<file path="src/hdl/mbq_pkg.sv">
// ----------------------------------------------------------------------------
// mbq_pkg
// Shared types, widths and codes of the multichannel biquad filter.
// ----------------------------------------------------------------------------
`timescale 1ns / 1ps
`default_nettype none

package mbq_pkg;

  // default parameter values
  localparam int NUM_CHANNELS_DEF = 8;
  localparam int SAMPLE_BITS_DEF  = 24;

  // fixed field and coefficient widths
  localparam int CHAN_BITS     = 3;
  localparam int COEF_BITS     = 32;
  localparam int COEF_FRAC     = 28;
  localparam int OHIST_BITS    = 32;
  localparam int NUM_COEFS     = 5;
  localparam int CFG_ADDR_BITS = 3;

  typedef logic signed [COEF_BITS-1:0] coef_t;

  // 1.0 in Q4.28
  localparam coef_t COEF_B0_RESET = coef_t'(32'h1000_0000);

  // coefficient register indexes
  typedef enum logic [CFG_ADDR_BITS-1:0] {
    COEF_B0 = 3'd0,
    COEF_B1 = 3'd1,
    COEF_B2 = 3'd2,
    COEF_A1 = 3'd3,
    COEF_A2 = 3'd4
  } coef_idx_t;

  // request kinds
  typedef enum logic {
    REQ_FILTER = 1'b0,
    REQ_CLEAR  = 1'b1
  } req_type_t;

  // history update control
  typedef struct packed {
    logic wr;
    logic clr;
  } hist_ctl_t;

endpackage

`default_nettype wire

</file>
<file path="src/hdl/mbq_hist.sv">
// ----------------------------------------------------------------------------
// mbq_hist
// Per-channel history of the last two inputs and the last two outputs.
// ----------------------------------------------------------------------------
`timescale 1ns / 1ps
`default_nettype none

module mbq_hist import mbq_pkg::*; #(
  parameter int NUM_CHANNELS = NUM_CHANNELS_DEF,
  parameter int SAMPLE_BITS  = SAMPLE_BITS_DEF,
  parameter int IDX_W        = 3
) (
  input  logic                          clk,
  input  logic                          rst,
  input  hist_ctl_t                     ctl,
  input  logic [IDX_W-1:0]              idx,
  input  logic signed [SAMPLE_BITS-1:0] x_new,
  input  logic signed [OHIST_BITS-1:0]  y_new,
  output logic signed [SAMPLE_BITS-1:0] x1,
  output logic signed [SAMPLE_BITS-1:0] x2,
  output logic signed [OHIST_BITS-1:0]  y1,
  output logic signed [OHIST_BITS-1:0]  y2
);

  logic signed [SAMPLE_BITS-1:0] input_hist_1  [NUM_CHANNELS];
  logic signed [SAMPLE_BITS-1:0] input_hist_2  [NUM_CHANNELS];
  logic signed [OHIST_BITS-1:0]  output_hist_1 [NUM_CHANNELS];
  logic signed [OHIST_BITS-1:0]  output_hist_2 [NUM_CHANNELS];

  // read the addressed channel
  assign x1 = input_hist_1[idx];
  assign x2 = input_hist_2[idx];
  assign y1 = output_hist_1[idx];
  assign y2 = output_hist_2[idx];

  // shift on a filtered sample, zero on a clear
  always_ff @(posedge clk) begin
    if (rst) begin
      for (int i = 0; i < NUM_CHANNELS; i++) begin
        input_hist_1[i]  <= '0;
        input_hist_2[i]  <= '0;
        output_hist_1[i] <= '0;
        output_hist_2[i] <= '0;
      end
    end else if (ctl.clr) begin
      input_hist_1[idx]  <= '0;
      input_hist_2[idx]  <= '0;
      output_hist_1[idx] <= '0;
      output_hist_2[idx] <= '0;
    end else if (ctl.wr) begin
      input_hist_2[idx]  <= input_hist_1[idx];
      input_hist_1[idx]  <= x_new;
      output_hist_2[idx] <= output_hist_1[idx];
      output_hist_1[idx] <= y_new;
    end
  end

endmodule

`default_nettype wire

</file>
<file path="config.mk">
export PLATFORM = sky130hd
export DESIGN_NAME = mbq_hist
export DESIGN_NICKNAME = d
export VERILOG_FILES = /design/src/hdl/mbq_pkg.sv /design/src/hdl/mbq_hist.sv
export SDC_FILE = /design/constraint.sdc
export NUM_CORES = 1
export LEC_CHECK = 0
export ABC_CLOCK_PERIOD_IN_PS = 9000
export BUFFER_PORTS_ARGS = -buffer_cell sky130_fd_sc_hd__buf_2
export CAP_MARGIN = 20
export CORE_MARGIN = 2
export CORE_UTILIZATION = 50
export DETAILED_ROUTE_END_ITERATION = 8
export GPL_ROUTABILITY_DRIVEN = 0
export GPL_TIMING_DRIVEN = 0
export PLACE_DENSITY = 0.65
export SYNTH_ARGS = -nofsm -noshare
export SYNTH_HDL_FRONTEND = slang
export SYNTH_SLANG_ARGS = --single-unit
</file>
<file path="constraint.sdc">
create_clock -name clk -period 9 [get_ports clk]
set_clock_uncertainty 0.2 [all_clocks]
set_input_delay 1.8 -clock clk [delete_from_list [all_inputs] [get_ports clk]]
set_output_delay 1.8 -clock clk [all_outputs]
set_load 0.02 [all_outputs]
</file>
; ---- After elaboration in Yosys (flattened, before gate mapping)
; Memories as Yosys holds them, arrays and structs flattened.
; Index checks and enable logic that the tools add are counted.
[totals]
n_memories = 4
ff_bits = 0
mem_bits_rw = 896
in_bits = 63
out_inout_bits = 112
[classes]
bitwise_logic = 4
n_mux = 25
reduce_logical = 4
[memory_table]
columns = memory, words, width, rd, rd_clocked_by_memory_dff, write_ports, line_no
row1 = output_hist_1, 8, 32, 1, 0, 8, mbq_hist.sv:27  ; logic signed [OHIST_BITS-1:0] output_hist_1 [NUM_CHANNELS];
row2 = output_hist_2, 8, 32, 1, 0, 8, mbq_hist.sv:28  ; logic signed [OHIST_BITS-1:0] output_hist_2 [NUM_CHANNELS];
row3 = input_hist_1, 8, 24, 1, 0, 8, mbq_hist.sv:25  ; logic signed [SAMPLE_BITS-1:0] input_hist_1 [NUM_CHANNELS];
row4 = input_hist_2, 8, 24, 1, 0, 8, mbq_hist.sv:26  ; logic signed [SAMPLE_BITS-1:0] input_hist_2 [NUM_CHANNELS];
[op_table]
columns = operator, count
row1 = $mux W32, 4
row2 = $mux W24, 4
row3 = $reduce_or A32 Y1, 2
row4 = $reduce_or A24 Y1, 2
row5 = $mux W1, 13
row6 = $mux W3, 4
row7 = $or A1 B1 Y1, 4

; ---- Logic depth before layout (Yosys ltp)
[depth]
depth_word = 7
depth_mapped = 7
depth_no_buf = 3

; ---- Least setup slack after synthesis
; OpenSTA, ideal clock, no wires.
[synth_timing]
path_kind = input -> register
startpoint = in idx[0]
endpoint = mem input_hist_1[0][0] (netlist bit) (enable)
stages = 6
slack_ns = 3.169
arrival_time_ns = 5.140
path_buffers = 3
t_required_ns = 8.310
setup_ns = 0.490
cell_sequence = buf_4 -> buf_4 -> nor2_4 -> nand3_1 -> buf_2 -> nand2b_1
[synth_lines]
columns = element, line_no
row1 = from (decl), mbq_hist.sv:16  ; input logic [IDX_W-1:0] idx,
row2 = to (decl), mbq_hist.sv:25

; ---- Final worst setup path
[layout_timing]
startpoint = in idx[1]
endpoint = out x2[22]
[layout_between]
elab_chain_cells = 1
[layout_rtl]
columns = element, line_no
row1 = $mem_v2 Z8 W24, --
row2 = to (decl), mbq_hist.sv:20  ; output logic signed [SAMPLE_BITS-1:0] x2,
; No other way between the ends.

==> flow_summary.ini <==
[drt]
drtIter0Drc = 3924
wl_per_cell_microns = 29.6
routed_wl_microns = 128000
met2WireLength_microns = 58900
vias_per_cell = 6.26
ant_nets = 0
met1_length_microns = 47000
wl_met3_microns = 17400
first_pass_iters = 8
via_count = 27137
drc = 0
highest_layer = met5

[yosys]
synth-async-reset-ratio = 0
ys_seq_area_frac = 0.683
synth_top_area_frac = 0.683
ys_top_cells_by_area = edfxtp_1 68%, mux2i_1 6.8%, a21oi_1 5.6%, nor2_1 4.3%, o22a_1 2.8%
yosysWarnings = 0
synthCells = 2941
synth_cell_types = 45
syn-cell-area_sq_um = 39400
ys_seq_elements = 896
netlist.top_cell.by_area = edfxtp_1
synth_edf_count = 896
synth.most_common_cell = edfxtp_1
avgSynthCellArea_sq_um = 13.4
synth_commonest_cells = 896 x edfxtp_1, 451 x nor2_1, 444 x a21oi_1, 269 x mux2i_1, 176 x nand2_1
synth_ff_type = edfxtp_1
synth.net_count = 3004

[sta]
max_freq_ghz = 0.149
slew_headroom = 0.258
period_share = 0.747
rsz0062_at_grt = no
period_minus_slack_ns = 6.73
tightest_slew_ns = 1.11
hold_violations = 0
holdWs_ns = 0.793
fin_ws_ns = 2.27
slew_violations = 0
setup_viol = 0
setup_tns_ns = 0

[run]
cap_violations = 0

[power_and_ir_drop]
leakagePower_nw = 16.2
power.density_nw_per_um2 = 212
ir_drop_mv = 0.150

[layout]
final_core_util = 0.578
final_cell_area_sq_um = 45000
drive_gt1_frac = 0.180
final.fill_count = 6230
syn_to_final_growth_pct = 14.1
nets = 3287

[critical_path]
crit_required_ns = 7.00
reg2reg_depth = 4
path_class = in2out
critPathCaptureType = output port
path_max_fanout = 10
crit_arrival_ns = 4.73
setup.worst_path.start_class = input pin

[global_routing]
grt_pass1_vias = 26115
track_usage = 0.312
gr-total-overflow = 0
grt_first_pass_wirelength_microns = 182000
antenna_found_initial = 9
grt_start_max_net_pins = 51

[clock_tree]
root_buffer = clkbuf_16
cts_tree = yes
cts.sinks = 896
clock_path_buffers = 3
cts_hold_buf = 0
cts.repair.resized = 0
clk_pin_slew_ns = 0.06
h-tree-depth = 3
cts_setup_buffers = 0
cts_buffers = 89
clock_latency_ns = 0.64

[placed_design]
portBuffers = 174
dp_hpwl_microns = 83300
place_ws_ns = 2.12
postPlaceCellArea_sq_um = 42100

[die]
core_sq_um = 77700
die-area_sq_um = 81100
die_h_microns = 285
fp-row-count = 102
ioPinCount = 175
initial_utilization = 0.507
dieWidth_microns = 285

[outcome]
outcome = finished clean

[min_path]
whs_path_depth = 4
hold_class = reg2reg
[metrics by stage]
stage               power (mW)  instances
floorplan                 5.49       2941
global placement          5.90       4155
detailed placement        5.90       4172
CTS                       9.52       4331
global route              9.74       4333
finish                    9.54       4333
[critical path: stages]
cell	delay, ns
buf_2	0.12
buf_2	0.33
nor2b_1	0.48
buf_6	0.23
clkbuf_1	0.77
a22oi_1	0.23
o221ai_1	0.49
buf_2	0.27
[layout by cell type (no fill, tap or decap), types with 12 or more instances in the layout]
cell type and count:
buf_2 330, buf_1 21, clkinv_1 22, mux2_2 25, nor2_1 451, clkbuf_16 95, mux2i_1 269, buf_16 16
clkbuf_1 122, o22a_1 124, nand3_1 17, a22oi_1 43, clkinv_2 12, a221oi_1 32, mux4_2 36, o221ai_1 21
a21oi_1 444, buf_4 27, clkbuf_2 12, edfxtp_1 896, nand2_1 176
[final timing paths]
kind | end | startpoint | slack (ns)
hold / removal | output_hist_2[4][3] | output_hist_1[1][3] | 0.79
setup / recovery | x2[22] | idx[1] | 2.27
hold reg to reg | output_hist_2[4][3] | output_hist_1[1][3] | 0.79
setup reg to reg | input_hist_2[3][13] | input_hist_1[5][13] | 7.14
[metal layers]
metal / GRT usage / up-vias
li1: - / 11595
met2: 0.482 / 1821
met1: 0.424 / 13444
met5: 0 / -
met4: 0.119 / 8
met3: 0.0853 / 269
[flip-flops by register name, indices dropped and copies added (netlist names)]
name / cells
output_hist_1: 256
input_hist_2: 192
output_hist_2: 256
input_hist_1: 192
[kinds of logic after synthesis]
kind of cell | share of synthesized area
flip-flops | 0.683
multiplexers | 0.0960
AO/OA/AOI/OAI | 0.114
buffers and inverters | 0.0395
AND/OR/NAND/NOR | 0.0674
[power breakdown]
part / total (mW) / internal [mW] / switching [mW]
clock: 3.71 / 2.14 / 1.57
combinational: 0.996 / 0.282 / 0.714
sequential: 4.84 / 4.79 / 0.0527
[final cells by class]
type | instances | area [sq um] | area share
flip-flops and latches | 896 | 26900 | 0.598
multi-input cells | 1721 | 11000 | 0.245
clock buffers | 116 | 2460 | 0.0546
plain buffers | 321 | 1550 | 0.0344
repair buffers | 192 | 1340 | 0.0297
well taps | 1040 | 1300 | 0.0289
clock inverters | 43 | 392 | 0.00871
inverters | 3 | 11.3 | 0.000250
diodes | 1 | 2.50 | 0.0000557
(Power assumes the default switching activity.)
